<file path="src/alp_pkg.sv">
// Shared constants and types for the ambient light lux block.
// Holds the band coefficients, the serial divider request type and widths.
// No dependencies.
package alp_pkg;

	localparam int CNT_W   = 16;    // width of a raw light count
	localparam int COEF_W  = 13;    // width of a band coefficient
	localparam int PROD_W  = 31;    // signed width of vis*A - ir*B
	localparam int DVD_W   = 28;    // positive difference fits in 28 bits
	localparam int DVR_W   = 17;    // divisor width
	localparam int STEP_W  = 5;     // holds a step count up to DVD_W
	localparam int FLT_W   = 19;    // width of 3*old + 2*lux

	// Coefficients in units of 1e-5.
	localparam logic [COEF_W-1:0] BAND1_A = 13'd3040;
	localparam logic [COEF_W-1:0] BAND1_B = 13'd6200;
	localparam logic [COEF_W-1:0] BAND2_A = 13'd2240;
	localparam logic [COEF_W-1:0] BAND2_B = 13'd3100;
	localparam logic [COEF_W-1:0] BAND3_A = 13'd1280;
	localparam logic [COEF_W-1:0] BAND3_B = 13'd1530;
	localparam logic [COEF_W-1:0] BAND4_A = 13'd146;
	localparam logic [COEF_W-1:0] BAND4_B = 13'd112;

	localparam logic [DVR_W-1:0] LUX_SCALE = 17'd100000;
	localparam logic [DVR_W-1:0] FLT_DIV   = 17'd5;

	localparam logic [STEP_W-1:0] LUX_STEPS = 5'd28;
	localparam logic [STEP_W-1:0] FLT_STEPS = 5'd19;

	typedef struct packed {
		logic                    start;
		logic [DVD_W-1:0]        dividend;
		logic [DVR_W-1:0]        divisor;
		logic [STEP_W-1:0]       steps;
	} div_req_t;

endpackage

</file>
<file path="src/alp_mul.sv">
// Bit-serial multiply-subtract: forms vis*A - ir*B one count bit per cycle.
// Depends on alp_pkg for widths.
module alp_mul (
	input  logic                               clk,
	input  logic                               arst_n,
	input  logic                               start,
	input  logic [alp_pkg::CNT_W-1:0]          vis,
	input  logic [alp_pkg::CNT_W-1:0]          ir,
	input  logic [alp_pkg::COEF_W-1:0]         coef_a,
	input  logic [alp_pkg::COEF_W-1:0]         coef_b,
	output logic                               done,
	output logic signed [alp_pkg::PROD_W-1:0]  product
);

	localparam int HI_W   = alp_pkg::PROD_W - alp_pkg::CNT_W;
	localparam int CNT_IW = $clog2(alp_pkg::CNT_W);

	logic                              busy_q;
	logic                              done_q;
	logic [CNT_IW-1:0]                 cnt_q;
	logic [alp_pkg::CNT_W-1:0]         vis_q;
	logic [alp_pkg::CNT_W-1:0]         ir_q;
	logic [alp_pkg::COEF_W-1:0]        a_q;
	logic [alp_pkg::COEF_W-1:0]        b_q;
	logic signed [HI_W-1:0]            hi_q;
	logic [alp_pkg::CNT_W-1:0]         lo_q;
	logic signed [HI_W-1:0]            digit;
	logic signed [HI_W-1:0]            sum;

	// The running high part stays within the coefficient range, so the sum
	// never overflows its width.
	always_comb begin
		digit = (vis_q[0] ? HI_W'(a_q) : '0) - (ir_q[0] ? HI_W'(b_q) : '0);
		sum   = hi_q + digit;
	end

	always_ff @(posedge clk or negedge arst_n) begin
		if (!arst_n) begin
			busy_q <= 1'b0;
			done_q <= 1'b0;
			cnt_q  <= '0;
		end else begin
			done_q <= 1'b0;
			if (start) begin
				busy_q <= 1'b1;
				cnt_q  <= '0;
			end else if (busy_q) begin
				cnt_q <= cnt_q + 1'b1;
				if (cnt_q == CNT_IW'(alp_pkg::CNT_W - 1)) begin
					busy_q <= 1'b0;
					done_q <= 1'b1;
				end
			end
		end
	end

	always_ff @(posedge clk) begin
		if (start) begin
			vis_q <= vis;
			ir_q  <= ir;
			a_q   <= coef_a;
			b_q   <= coef_b;
			hi_q  <= '0;
			lo_q  <= '0;
		end else if (busy_q) begin
			vis_q <= vis_q >> 1;
			ir_q  <= ir_q >> 1;
			hi_q  <= sum >>> 1;
			lo_q  <= {sum[0], lo_q[alp_pkg::CNT_W-1:1]};
		end
	end

	assign done    = done_q;
	assign product = {hi_q, lo_q};

endmodule

</file>
<file path="src/alp_div.sv">
// Restoring serial divider: one quotient bit per cycle, MSB first.
// Shared by the lux scaling and the low-pass update. Depends on alp_pkg.
module alp_div (
	input  logic                        clk,
	input  logic                        arst_n,
	input  alp_pkg::div_req_t           req,
	output logic                        done,
	output logic [alp_pkg::DVD_W-1:0]   quotient
);

	logic                          busy_q;
	logic                          done_q;
	logic [alp_pkg::STEP_W-1:0]    cnt_q;
	logic [alp_pkg::STEP_W-1:0]    last_q;
	logic [alp_pkg::DVD_W-1:0]     dvd_q;
	logic [alp_pkg::DVR_W-1:0]     dvr_q;
	logic [alp_pkg::DVR_W-1:0]     rem_q;
	logic [alp_pkg::DVD_W-1:0]     quo_q;
	logic [alp_pkg::DVR_W:0]       trial;
	logic [alp_pkg::DVR_W:0]       diff;
	logic                          ge;

	always_comb begin
		trial = {rem_q, dvd_q[alp_pkg::DVD_W-1]};
		diff  = trial - {1'b0, dvr_q};
		ge    = trial >= {1'b0, dvr_q};
	end

	always_ff @(posedge clk or negedge arst_n) begin
		if (!arst_n) begin
			busy_q <= 1'b0;
			done_q <= 1'b0;
			cnt_q  <= '0;
		end else begin
			done_q <= 1'b0;
			if (req.start) begin
				busy_q <= 1'b1;
				cnt_q  <= '0;
			end else if (busy_q) begin
				cnt_q <= cnt_q + 1'b1;
				if (cnt_q == last_q) begin
					busy_q <= 1'b0;
					done_q <= 1'b1;
				end
			end
		end
	end

	always_ff @(posedge clk) begin
		if (req.start) begin
			dvd_q  <= req.dividend;
			dvr_q  <= req.divisor;
			last_q <= req.steps - 1'b1;
			rem_q  <= '0;
			quo_q  <= '0;
		end else if (busy_q) begin
			dvd_q <= {dvd_q[alp_pkg::DVD_W-2:0], 1'b0};
			rem_q <= ge ? diff[alp_pkg::DVR_W-1:0] : trial[alp_pkg::DVR_W-1:0];
			quo_q <= {quo_q[alp_pkg::DVD_W-2:0], ge};
		end
	end

	assign done     = done_q;
	assign quotient = quo_q;

endmodule

</file>
<file path="src/ambient_lux_with_lowpass_top.sv">
// Ambient light lux with a one-pole low-pass filter, digit-serial datapath.
// Each accepted item passes through the multiply, the lux divide and the filter
// divide in turn, then waits in ST_DONE until the output register is free; one
// item at a time, so no new item is taken until that result has left the sequencer.
// The bit-serial multiplier and the shared serial divider set the pace.
// Reset (arst_n low) clears the sequencer, the output valid and the level to 0.
module ambient_lux_with_lowpass_top (
	input  logic                        clk,
	input  logic                        arst_n,
	input  logic                        in_valid,
	output logic                        in_stall,
	input  logic [alp_pkg::CNT_W-1:0]   vis_ir_count,
	input  logic [alp_pkg::CNT_W-1:0]   ir_count,
	output logic                        out_valid,
	input  logic                        out_stall,
	output logic [alp_pkg::CNT_W-1:0]   lux_now,
	output logic [alp_pkg::CNT_W-1:0]   lux_smoothed
);

	// Sequencer states. The block works on one item at a time; the output
	// register lets a new item start while the previous result waits.
	localparam logic [2:0] ST_IDLE = 3'd0;
	localparam logic [2:0] ST_MUL  = 3'd1;
	localparam logic [2:0] ST_DLUX = 3'd2;
	localparam logic [2:0] ST_DFLT = 3'd3;
	localparam logic [2:0] ST_DONE = 3'd4;

	localparam int XW = 23;

	logic [2:0]                        state_q;
	logic                              mul_start;
	logic [alp_pkg::COEF_W-1:0]        coef_a;
	logic [alp_pkg::COEF_W-1:0]        coef_b;
	logic                              mul_done;
	logic signed [alp_pkg::PROD_W-1:0] product;
	alp_pkg::div_req_t                 div_req;
	logic                              div_done;
	logic [alp_pkg::DVD_W-1:0]         quotient;
	logic [alp_pkg::CNT_W-1:0]         lux_clamped;
	logic [alp_pkg::CNT_W-1:0]         lux_q;
	logic [alp_pkg::CNT_W-1:0]         level_q;
	logic [alp_pkg::FLT_W-1:0]         flt_num;
	logic                              out_valid_q;
	logic [alp_pkg::CNT_W-1:0]         out_lux_q;
	logic [alp_pkg::CNT_W-1:0]         out_lvl_q;
	logic                              in_accept;
	logic                              out_free;
	logic [XW-1:0]                     vis_x;
	logic [XW-1:0]                     ir_x;

	assign in_accept = in_valid && !in_stall;
	assign out_free  = !out_valid_q || !out_stall;
	assign in_stall  = (state_q != ST_IDLE);
	assign mul_start = in_accept;

	// Band selection by exact cross-multiplication against small constants.
	// A sample with no visible count, or a ratio above the last band, gets
	// zero coefficients so that the difference and the lux both come out 0.
	always_comb begin
		vis_x = XW'(vis_ir_count);
		ir_x  = XW'(ir_count);
		if (vis_ir_count == '0) begin
			coef_a = '0;
			coef_b = '0;
		end else if ((ir_x << 1) <= vis_x) begin
			coef_a = alp_pkg::BAND1_A;
			coef_b = alp_pkg::BAND1_B;
		end else if (ir_x * XW'(100) <= vis_x * XW'(61)) begin
			coef_a = alp_pkg::BAND2_A;
			coef_b = alp_pkg::BAND2_B;
		end else if (ir_x * XW'(5) <= vis_x * XW'(4)) begin
			coef_a = alp_pkg::BAND3_A;
			coef_b = alp_pkg::BAND3_B;
		end else if (ir_x * XW'(10) <= vis_x * XW'(13)) begin
			coef_a = alp_pkg::BAND4_A;
			coef_b = alp_pkg::BAND4_B;
		end else begin
			coef_a = '0;
			coef_b = '0;
		end
	end

	alp_mul u_mul (
		.clk     (clk),
		.arst_n  (arst_n),
		.start   (mul_start),
		.vis     (vis_ir_count),
		.ir      (ir_count),
		.coef_a  (coef_a),
		.coef_b  (coef_b),
		.done    (mul_done),
		.product (product)
	);

	// A quotient too wide for 16 bits saturates. With 16-bit counts it cannot
	// happen, but the clamp costs only a few gates.
	assign lux_clamped = (quotient[alp_pkg::DVD_W-1:alp_pkg::CNT_W] != '0)
		? '1 : quotient[alp_pkg::CNT_W-1:0];

	// The filter numerator 3*old + 2*lux, built as shifts and adds.
	assign flt_num = alp_pkg::FLT_W'({level_q, 1'b0}) + alp_pkg::FLT_W'(level_q)
		+ alp_pkg::FLT_W'({lux_clamped, 1'b0});

	// The divider is requested twice per item: once to scale the difference
	// by 1e-5 (negative differences are fed as zero), then to divide the
	// filter numerator by five. The filter numerator is left-aligned so that
	// only its own 19 bits need a step each.
	always_comb begin
		div_req.start    = 1'b0;
		div_req.dividend = '0;
		div_req.divisor  = alp_pkg::LUX_SCALE;
		div_req.steps    = alp_pkg::LUX_STEPS;
		if (state_q == ST_MUL && mul_done) begin
			div_req.start    = 1'b1;
			div_req.dividend = product[alp_pkg::PROD_W-1] ? '0
				: product[alp_pkg::DVD_W-1:0];
		end else if (state_q == ST_DLUX && div_done) begin
			div_req.start    = 1'b1;
			div_req.dividend = {flt_num, (alp_pkg::DVD_W - alp_pkg::FLT_W)'(0)};
			div_req.divisor  = alp_pkg::FLT_DIV;
			div_req.steps    = alp_pkg::FLT_STEPS;
		end
	end

	alp_div u_div (
		.clk      (clk),
		.arst_n   (arst_n),
		.req      (div_req),
		.done     (div_done),
		.quotient (quotient)
	);

	always_ff @(posedge clk or negedge arst_n) begin
		if (!arst_n) begin
			state_q     <= ST_IDLE;
			level_q     <= '0;
			out_valid_q <= 1'b0;
		end else begin
			if (out_valid_q && !out_stall) begin
				out_valid_q <= 1'b0;
			end
			unique case (state_q)
				ST_IDLE: begin
					if (in_accept) begin
						state_q <= ST_MUL;
					end
				end
				ST_MUL: begin
					if (mul_done) begin
						state_q <= ST_DLUX;
					end
				end
				ST_DLUX: begin
					if (div_done) begin
						state_q <= ST_DFLT;
					end
				end
				ST_DFLT: begin
					if (div_done) begin
						state_q <= ST_DONE;
					end
				end
				ST_DONE: begin
					// The divider holds its quotient, so the result can wait
					// here until the output register frees up.
					if (out_free) begin
						level_q     <= quotient[alp_pkg::CNT_W-1:0];
						out_valid_q <= 1'b1;
						state_q     <= ST_IDLE;
					end
				end
				default: begin
					state_q <= ST_IDLE;
				end
			endcase
		end
	end

	always_ff @(posedge clk) begin
		if (state_q == ST_DLUX && div_done) begin
			lux_q <= lux_clamped;
		end
		if (state_q == ST_DONE && out_free) begin
			out_lux_q <= lux_q;
			out_lvl_q <= quotient[alp_pkg::CNT_W-1:0];
		end
	end

	assign out_valid    = out_valid_q;
	assign lux_now      = out_lux_q;
	assign lux_smoothed = out_lvl_q;

	// An accepted item always starts the multiplier.
	a_accept_starts_mul: assert property (@(posedge clk) disable iff (!arst_n)
		in_accept |=> state_q == ST_MUL)
		else $error("accepted item did not start the multiplier");

	// The multiplier only finishes while the sequencer waits for it.
	a_mul_done_state: assert property (@(posedge clk) disable iff (!arst_n)
		mul_done |-> state_q == ST_MUL)
		else $error("multiplier finished outside its state");

	// The divider only finishes during one of its two passes.
	a_div_done_state: assert property (@(posedge clk) disable iff (!arst_n)
		div_done |-> (state_q == ST_DLUX || state_q == ST_DFLT))
		else $error("divider finished outside its passes");

	// A presented result always carries the current filter level.
	a_level_matches: assert property (@(posedge clk) disable iff (!arst_n)
		(state_q == ST_DONE && out_free) |=> out_valid && lux_smoothed == level_q)
		else $error("presented level differs from the filter state");

endmodule

</file>
<file path="config.mk">
export PLATFORM = sky130hd
export DESIGN_NAME = ambient_lux_with_lowpass_top
export DESIGN_NICKNAME = d
export VERILOG_FILES = /design/src/alp_pkg.sv /design/src/alp_mul.sv /design/src/alp_div.sv /design/src/ambient_lux_with_lowpass_top.sv
export SDC_FILE = /design/constraint.sdc
export NUM_CORES = 1
export LEC_CHECK = 0
export BUFFER_PORTS_ARGS = -buffer_cell sky130_fd_sc_hd__buf_4
export CAP_MARGIN = 20
export CORE_UTILIZATION = 40
export CTS_BUF_LIST = sky130_fd_sc_hd__clkbuf_4 sky130_fd_sc_hd__clkbuf_8
export DETAILED_ROUTE_END_ITERATION = 6
export PLACE_DENSITY_LB_ADDON = 0.1
export SLEW_MARGIN = 0
export SYNTH_ARGS = -nofsm -noshare
export SYNTH_HDL_FRONTEND = slang
export SYNTH_SLANG_ARGS = --single-unit
</file>
<file path="constraint.sdc">
create_clock -name clk -period 3.44 [get_ports clk]
set_input_delay 1.032 -clock clk [delete_from_list [all_inputs] [get_ports clk]]
set_output_delay 1.032 -clock clk [all_outputs]
set_load 0.1 [all_outputs]
</file>
Word level (Yosys, flattened, before mapping)
Cells that the tools add are included.
{"block": "word_totals", "output_inout_bits": 34, "inputBits": 36, "register_bits": 264}
{"block": "op_classes", "n_eq_ne": 11, "n_reduce_logical": 20, "multipliers": 5, "magnitude_cmp": 5, "mux": 47, "n_addsub": 8}
{"cell": "$mux 28", "count": 3}
{"cell": "$mux 16", "count": 5}
{"cell": "$mux 51", "count": 1}
{"cell": "$mux 13", "count": 3}
{"cell": "$mul 16x3->19 const B", "count": 2}
{"cell": "$mux 12", "count": 3}
{"cell": "$mux 29", "count": 1}
{"cell": "$le 23x22->1", "count": 1}
{"cell": "$mul 16x6->22 const B", "count": 1}
{"cell": "$mux 11", "count": 2}
{"cell": "$mul 16x5->21 const B", "count": 1}
{"cell": "$le 20x20->1", "count": 1}
{"cell": "$mul 16x4->20 const B", "count": 1}
{"cell": "$add 18x17->19", "count": 1}
{"cell": "$le 19x18->1", "count": 1}
{"cell": "$add 17x16->18", "count": 1}
{"cell": "$ge 18x17->1", "count": 1}
{"cell": "$le 17x16->1", "count": 1}
{"cell": "$mux 17", "count": 1}
{"cell": "$sub 17x17->17", "count": 1}
{"cell": "$logic_not 16->1", "count": 1}
{"cell": "$add 14x15->15", "count": 1}
{"cell": "$mux 1", "count": 15}
{"cell": "$mux 3", "count": 5}
{"cell": "other kinds (28)", "count": 42}

Longest topological paths before layout
Gate-level depths: netlist (run 1).
{"block": "logic_depth", "depth_word": 6, "depth_mapped": 25}

By module
A second synthesis (run 1) with hierarchy kept.
{"block": "unflattened", "cells_unflattened": 2105, "hier_area_um2": 21145.3}
{"mod": "ambient_lux_with_lowpass_top", "area_each_um2": 11514.8, "cells_each": 1271, "n_inst": 1}
{"mod": "alp_div", "area_each_um2": 4875.9, "cells_each": 428, "n_inst": 1}
{"mod": "alp_mul", "area_each_um2": 4754.6, "cells_each": 406, "n_inst": 1}

Worst setup path before layout (run 1)
No wires, ideal clock.
{"block": "synth_timing", "kind": "input-to-reg", "from": "input port vis_ir_count[1] (netlist name)", "to": "register u_mul.b_q[7] (netlist name) (data pin)", "setup_time_ps": 255, "slack_ps": -2812, "n_path_buf": 0, "t_required_ps": 3185, "arrival_ps": 5997, "stages": 24, "cell_sequence": "inv_1 > fa_1 > inv_1 > fa_1 > inv_1 > fa_1 > inv_1 > ha_1 > nand2b_1 > a21oi_1 > o2111ai_1 > a31oi_1 > o41ai_1 > o2111ai_1 > a21oi_1 > xnor2_1 > ha_1 > a21o_1 > a21oi_1 > o21ai_0 > a211o_1 > a31oi_1 > nand2_1 > and3_1"}
{"block": "synth_via", "elab_chain_cells": 3, "elab_cells_between_ends": 7}
{"element": "from (decl)", "line": "ambient_lux_with_lowpass_top.sv:12", "rtl": "input logic [alp_pkg::CNT_W-1:0] vis_ir_count,"}
{"element": "$mul 16x6->22", "line": "ambient_lux_with_lowpass_top.sv:68", "rtl": "end else if (ir_x * XW'(100) <= vis_x * XW'(61)) begin"}
{"element": "$le 23x22->1", "line": "ambient_lux_with_lowpass_top.sv:68"}
{"element": "$reduce_or 3->1 (no source line)"}
{"element": "to (signal assigned)", "line": "alp_mul.sv:62", "rtl": "b_q <= coef_b;"}
{"element": "to (decl)", "line": "alp_mul.sv:24", "rtl": "logic [alp_pkg::COEF_W-1:0] b_q;"}
Several ways; a longest one is shown, not always the timed one.
A chain may end at the register's enable or synchronous reset.

Worst setup path after layout (run 1)
{"block": "layout_timing", "from": "input port vis_ir_count[5] (netlist name)", "to": "register u_mul.a_q[8] (netlist name) (data pin)"}
{"block": "layout_via", "elab_chain_cells": 4, "elab_cells_between_ends": 8}
{"element": "$mul 16x6->22 / $le 19x18->1 (equally long branches)", "line": "ambient_lux_with_lowpass_top.sv:68, ambient_lux_with_lowpass_top.sv:71"}
{"element": "$le 23x22->1 / $mux 11 (equally long branches)", "line": "ambient_lux_with_lowpass_top.sv:68, ambient_lux_with_lowpass_top.sv:71"}
{"element": "$mux 12", "line": "ambient_lux_with_lowpass_top.sv:68"}
{"element": "$mux 12", "line": "ambient_lux_with_lowpass_top.sv:65", "rtl": "end else if ((ir_x << 1) <= vis_x) begin"}
{"element": "to (signal assigned)", "line": "alp_mul.sv:61", "rtl": "a_q <= coef_a;"}
{"element": "to (decl)", "line": "alp_mul.sv:23", "rtl": "logic [alp_pkg::COEF_W-1:0] a_q;"}
Several ways; a longest one is shown, not always the timed one.

==> run_results.csv, run 1 <==
group,metric,value,unit
logic_synthesis,yosys_warnings,0,
logic_synthesis,synth.avg_cell_area,10.0,µm²
timing,finalMaxSlewViolations,0,
global_routing,antenna_found_initial,0,
route,vias_per_cell,5.01,
pwr,vdd_drop_max,0.000466,V
clock_tree,root_buffer,"clkbuf_8",
floorplanning,die_h,219,µm
final_layout,drive_gt1_share,27.7,%
setup_path,arrival,6.32,ns
timing,max_slew.worst_pin.slew,0.929,ns
final_layout,diodes,0,
route,avgRoutedWirePerCell,15.8,µm
final_layout,mostFrequentLayoutCells,"buf_4, ha_1, inv_1",
logic_synthesis,synthFlopType,"edfxtp_1",
setup_path,critical-path-top-delay-family,"buffers and inverters",
floorplanning,die_area,48000,µm²
setup_path,r2r-start,"u_div.quotient[19]$_SDFFE_PN0P_",
logic_synthesis,syn_nets,2285,
status,outcome,"finished with violations",
setup_path,critPathSlowestCell,"a221oi_2",
floorplanning,io_pins,70,
placement,dpl.cell_count,2807,
clock_tree,cts_tree,"built",
status,violations,"setup timing",
placement,io_buffers,69,
timing,finalCritPeriodShare,171,%
clock_tree,cts_buffer_depth,3,
setup_path,start_kind,"primary input",
route,first_pass_iters,7,
route,vias,14600,
global_routing,gr-usage-all-layers,20.1,%
setup_path,required,3.87,ns
timing,slew-limit-headroom,38.1,%
clock_tree,clk_pin_slew,0.06,ns
global_routing,first_global_vias,15400,
floorplanning,core,46600,µm²
clock_tree,cts_htree_levels,2,
floorplanning,start_util,40.5,%
placement,dp_hpwl,36000,µm
logic_synthesis,synth_area_leaders,"edfxtp_1, ha_1, fa_1",
final_layout,mostFrequentLayoutCell,"buf_4",
global_routing,grt_pass1_wl,77400,µm
logic_synthesis,syn_area,18900,µm²
logic_synthesis,synth_edf_count,125,
logic_synthesis,ys_ff_latch,233,
floorplanning,fp.dieW,219,µm
route,drt_wl_total,46300,µm
global_routing,grt-ovfl-total,0,
timing,fin_ws,-2.45,ns
flow_run,drv_cap,0,
clock_tree,numClockSinks,233,
final_layout,layoutNonFillerInstCount,2926,
route,postRouteAntennaNets,0,
clock_tree,cts_inserted_buffers,42,
route,drcViolationCount,0,
setup_path,worst-setup-path-type,"primary input to flip-flop",
final_layout,final_nets,2689,
pwr,p_leak,11.5,nW
timing,hold_viol,0,
logic_synthesis,synth_cells,1881,
timing,rsz0062_at_grt,"true",
logic_synthesis,async_flop_share,14.2,%
pwr,power_density,782,nW/µm²
logic_synthesis,synth-seq-area-share,32.3,%
worst_hold_path,worstHoldPathType,"primary input to asynchronous set/reset pin",
timing,fin_crit,5.89,ns
clock_tree,clk_latency,0.59,ns
setup_path,path_max_fanout,5,
timing,fmax,170,MHz
route,drt_iter0_markers,588,
timing,setup_viol,18,
logic_synthesis,yosys.area.top_type,"edfxtp_1",
placement,gp_congestion,0.875,
timing,skew,0.0432,ns
setup_path,critPathLaunch,"vis_ir_count[5]",
logic_synthesis,ys_types,85,
global_routing,grt_max_degree,65,
floorplanning,row_count,79,
setup_path,path_buf_inv,30,
pwr,power.total,18.8,mW
final_layout,syn_to_final_growth,27.8,%
setup_path,critical_path.most_common_cell,"buf_4",
logic_synthesis,synth_top_area_share,19.9,%
setup_path,cp_slowest_stage_delay,0.36,ns
setup_path,cp-end-kind,"flip-flop",
[kinds of logic after synthesis]
family	Yosys count	synth area share [%]
simple gates	420	11.1
fa+ha+maj	368	28.1
compound gates	352	12.3
buf+inv	312	6.40
flops	233	32.3
xor+xnor	99	4.60
mux	96	5.30
other cells	1	0.0199
[metrics by stage]
stage          worst slack, ns  hold slack [ns]  area [µm²]  util (%)  setup TNS [ns]
3_3_place_gp             -3.00            0.404       22400      48.0          -34.74
4_1_cts                  -2.23            0.339       23900      51.3          -27.10
5_1_grt                  -2.50            0.357       24100      51.7          -31.70
6_report                 -2.45            0.370       24100      51.7          -30.04
2_1_floorplan            -2.36            0.400       19100         -          -25.15
3_5_place_dp             -3.07            0.405       22400      48.0          -35.58
[layout make-up]
| type | count | area [µm²] |
|---|---|---|
| Fill cell | 4251 | 22500 |
| Tap cell | 607 | 759 |
| Clock buffer | 50 | 663 |
| Sequential cell | 233 | 6090 |
| Timing Repair Buffer | 399 | 3070 |
| Inverter | 273 | 1060 |
| Multi-Input combinational cell | 1336 | 12200 |
| Clock inverter | 28 | 303 |
[synth_stat cells (all sizes together) (45+ instances only)]
master    n
a21o     45
nor2    147
ha      276
dfxtp    75
xor2     46
xnor2    53
a21oi    86
edfxtp  125
inv     273
o21ai    86
mux2i    66
nand2    78
fa       92
[state kept, by name, summed over array words and instances, names as in the netlist, 14 cells and up]
register        flops
level_q            16
lux_now            16
lux_q              16
lux_smoothed       16
u_div.dvd_q        28
u_div.quotient     28
u_div.rem_q        17
u_mul.hi_q         14
u_mul.ir_q         16
u_mul.lo_q         16
u_mul.vis_q        16
[routing by layer]
| layer | global-route usage, % | wire [µm] | vias to the layer above |
|---|---|---|---|
| li1 | - | - | 7388 |
| met1 | 25.1 | 20900 | 6991 |
| met2 | 36.4 | 23400 | 203 |
| met3 | 2.25 | 1080 | 65 |
| met4 | 5.51 | 956 | 0 |
| met5 | 0 | 0 | - |
[where the power goes]
group | internal (mW) | leakage [nW] | total (mW) | switching [mW]
Sequential | 3.93 | 2.20 | 4.43 | 0.499
Clock | 1.75 | 0.485 | 3.00 | 1.25
Combinational | 5.59 | 8.81 | 11.4 | 5.84
[path summary, 6_finish.rpt]
check	to	cells past startpoint	slack, ns
setup reg to reg	u_div.dvd_q[26]$_DFFE_PP_	16	-0.36
max in group asynchronous	u_div.busy_q$_DFF_PN0_	1	2.67
hold / removal	level_q[10]$_DFFE_PN0P_	1	0.37
setup / recovery	u_mul.a_q[8]$_SDFFCE_PP0P_	38	-2.45
min in group clk	lux_now[7]$_DFFE_PP_	0	0.41
hold reg to reg	lux_now[7]$_DFFE_PP_	0	0.41
[what timing repair did]
action,CTS,global route
endpoints found under the setup margin,19,21
gates resized for setup,69,39
buffers inserted,39,7
endpoints found under the hold margin,0,0
hold buffers,0,0
pin swaps,46,43
No activity file was read; power rests on OpenSTA's default activity.
==> run 2, diff against run 1 <==
--- a/config.mk
+++ b/config.mk
@@ -8,8 +8,9 @@
 export BUFFER_PORTS_ARGS = -buffer_cell sky130_fd_sc_hd__buf_4
 export CAP_MARGIN = 20
 export CORE_UTILIZATION = 40
-export CTS_BUF_LIST = sky130_fd_sc_hd__clkbuf_4 sky130_fd_sc_hd__clkbuf_8
+export CTS_BUF_LIST = sky130_fd_sc_hd__clkbuf_2 sky130_fd_sc_hd__clkbuf_4 sky130_fd_sc_hd__clkbuf_8
 export DETAILED_ROUTE_END_ITERATION = 6
+export GPL_TIMING_DRIVEN = 0
 export PLACE_DENSITY_LB_ADDON = 0.1
 export SLEW_MARGIN = 0
 export SYNTH_ARGS = -nofsm -noshare
==> run 2 against run 1 <==
Against the previous run: the flow still finishes with violations (setup timing); sequential cell count unchanged; maximum frequency rose by 0.39%; global-route usage fell by 0.75 points; cell count fell by 8.0%; setup slack improved by 0.023 ns; highest routed layer unchanged.
==> run_results.csv, run 2 (synthesis gave the netlist of run 1 again) <==
group,metric,value,unit
global_routing,antenna_found_initial,1,
clock_tree,cts_htree_levels,2,
setup_path,cp-end-kind,"flip-flop",
final_layout,post-route-util,48.2,%
clock_tree,cts_tree,"built",
final_layout,syn_to_final_growth,19.0,%
pwr,p_leak,10.3,nW
clock_tree,clk_pin_slew,0.06,ns
setup_path,start_kind,"primary input",
route,first_pass_iters,5,
timing,slew-limit-headroom,31.9,%
clock_tree,cts_buffer_depth,3,
global_routing,first_global_vias,13900,
timing,finalCritPeriodShare,171,%
global_routing,grt_pass1_wl,73200,µm
floorplanning,die_h,219,µm
timing,max_slew.worst_pin.slew,1.02,ns
route,vias,13800,
floorplanning,core,46600,µm²
pwr,power_density,824,nW/µm²
floorplanning,start_util,40.5,%
clock_tree,clk_latency,0.62,ns
timing,skew,0.0466,ns
final_layout,drive_gt1_share,19.4,%
setup_path,path_max_fanout,4,
clock_tree,root_buffer,"clkbuf_8",
final_layout,final_nets,2453,
placement,io_buffers,69,
floorplanning,die_area,48000,µm²
timing,rsz0062_at_grt,"true",
final_layout,fin_area,22400,µm²
route,vias_per_cell,5.12,
global_routing,gr-usage-all-layers,19.4,%
global_routing,grt-ovfl-total,0,
placement,postPlaceCellArea,20300,µm²
timing,finalMaxSlewViolations,0,
route,avgRoutedWirePerCell,16.7,µm
final_layout,nFillCells,4380,
clock_tree,cts_inserted_buffers,42,
route,drt_wl_total,45000,µm
placement,gp_congestion,0.860,
floorplanning,fp.dieW,219,µm
timing,fin_ws,-2.43,ns
setup_path,arrival,6.21,ns
floorplanning,io_pins,70,
final_layout,mostFrequentLayoutCells,"ha_1, inv_1, nor2_1",
timing,hold_viol,0,
worst_hold_path,worstHoldPathType,"primary input to asynchronous set/reset pin",
final_layout,mostFrequentLayoutCell,"ha_1",
timing,fmax,170,MHz
clock_tree,numClockSinks,233,
pwr,vdd_drop_max,0.000432,V
route,postRouteAntennaNets,0,
status,outcome,"finished with violations",
setup_path,required,3.78,ns
global_routing,grt_max_degree,42,
status,violations,"setup timing",
setup_path,worst-setup-path-type,"primary input to flip-flop",
route,drcViolationCount,0,
route,drt_iter0_markers,586,
placement,dp_hpwl,34100,µm
floorplanning,row_count,79,
timing,fin_crit,5.87,ns
timing,tns,-26.91,ns
flow_run,drv_cap,0,
clock_tree,hold_buffers,0,
timing,setup_viol,16,
-- run 2: worst max-delay path, cell delays in order --
cell,delay (ns)
buf_12,0.09
clkinvlp_4,0.12
buf_6,0.14
fa_1,0.50
inv_1,0.05
fa_1,0.48
fa_1,0.58
ha_4,0.22
a21o_1,0.18
a21oi_4,0.20
a31oi_4,0.13
o41ai_4,0.41
o21bai_1,0.10
a21oi_1,0.18
xor2_1,0.09
ha_1,0.31
nand4_1,0.14
nor2_4,0.22
nand3_4,0.13
a211o_1,0.34
a31oi_4,0.19
buf_12,0.15
nand2_4,0.05
a21o_1,0.17
-- run 2: cell type report --
type | instances | area, µm² | share of cell area (%)
Sequential cell | 233 | 6090 | 27.2
Clock buffer | 59 | 731 | 3.26
Tap cell | 607 | 759 | 3.39
Clock inverter | 19 | 233 | 1.04
Multi-Input combinational cell | 1336 | 12300 | 54.8
Inverter | 273 | 1060 | 4.75
Timing Repair Buffer | 124 | 1060 | 4.72
Buffer | 39 | 188 | 0.837
Antenna cell | 1 | 2.50 | 0.0112
-- run 2: timing repair --
action / in CTS / in global routing
resized for setup: 92 / 63
gates cloned: 0 / 0
pin swaps: 59 / 43
buffers inserted: 49 / 13
endpoints found under the setup margin: 20 / 54
-- run 2: per-stage QoR --
step                hold slack (ns)  std cells  worst slack, ns  total power, mW
floorplan                     0.400       1881            -2.36             11.9
global placement              0.401       2557            -3.58             13.9
detailed placement            0.405       2557            -3.56             14.1
CTS                           0.336       2683            -2.35             18.0
global route                  0.377       2691            -2.59             20.2
finish                        0.365       2691            -2.43             18.5
-- run 2: path summary, 6_finish.rpt --
path	cells after the start	slack (ns)	startpoint	to
max in group asynchronous	1	2.69	arst_n	state_q[2]$_DFFE_PN0P_
setup / recovery	24	-2.43	vis_ir_count[5]	u_mul.a_q[8]$_SDFFCE_PP0P_
hold reg to reg	0	0.41	lux_q[0]$_DFFE_PP_	lux_now[0]$_DFFE_PP_
min in group clk	0	0.41	lux_q[0]$_DFFE_PP_	lux_now[0]$_DFFE_PP_
hold / removal	1	0.36	arst_n	level_q[10]$_DFFE_PN0P_
setup reg to reg	16	-0.35	u_div.quotient[24]$_SDFFE_PN0P_	u_div.dvd_q[26]$_DFFE_PP_
-- run 2: power by group --
| part | internal, mW | switching, mW | leakage (nW) |
|---|---|---|---|
| registers | 3.93 | 0.528 | 2.21 |
| clock network | 1.76 | 1.25 | 0.500 |
| logic | 5.17 | 5.83 | 7.60 |
-- run 2: metal layers --
| layer | track usage [%] | wire, µm | up-vias |
|---|---|---|---|
| met5 | 0 | 0 | - |
| met4 | 7.34 | 1450 | 0 |
| met3 | 2.47 | 1230 | 70 |
| met2 | 32.5 | 21400 | 206 |
| met1 | 25.3 | 21000 | 6583 |
| li1 | - | - | 6913 |
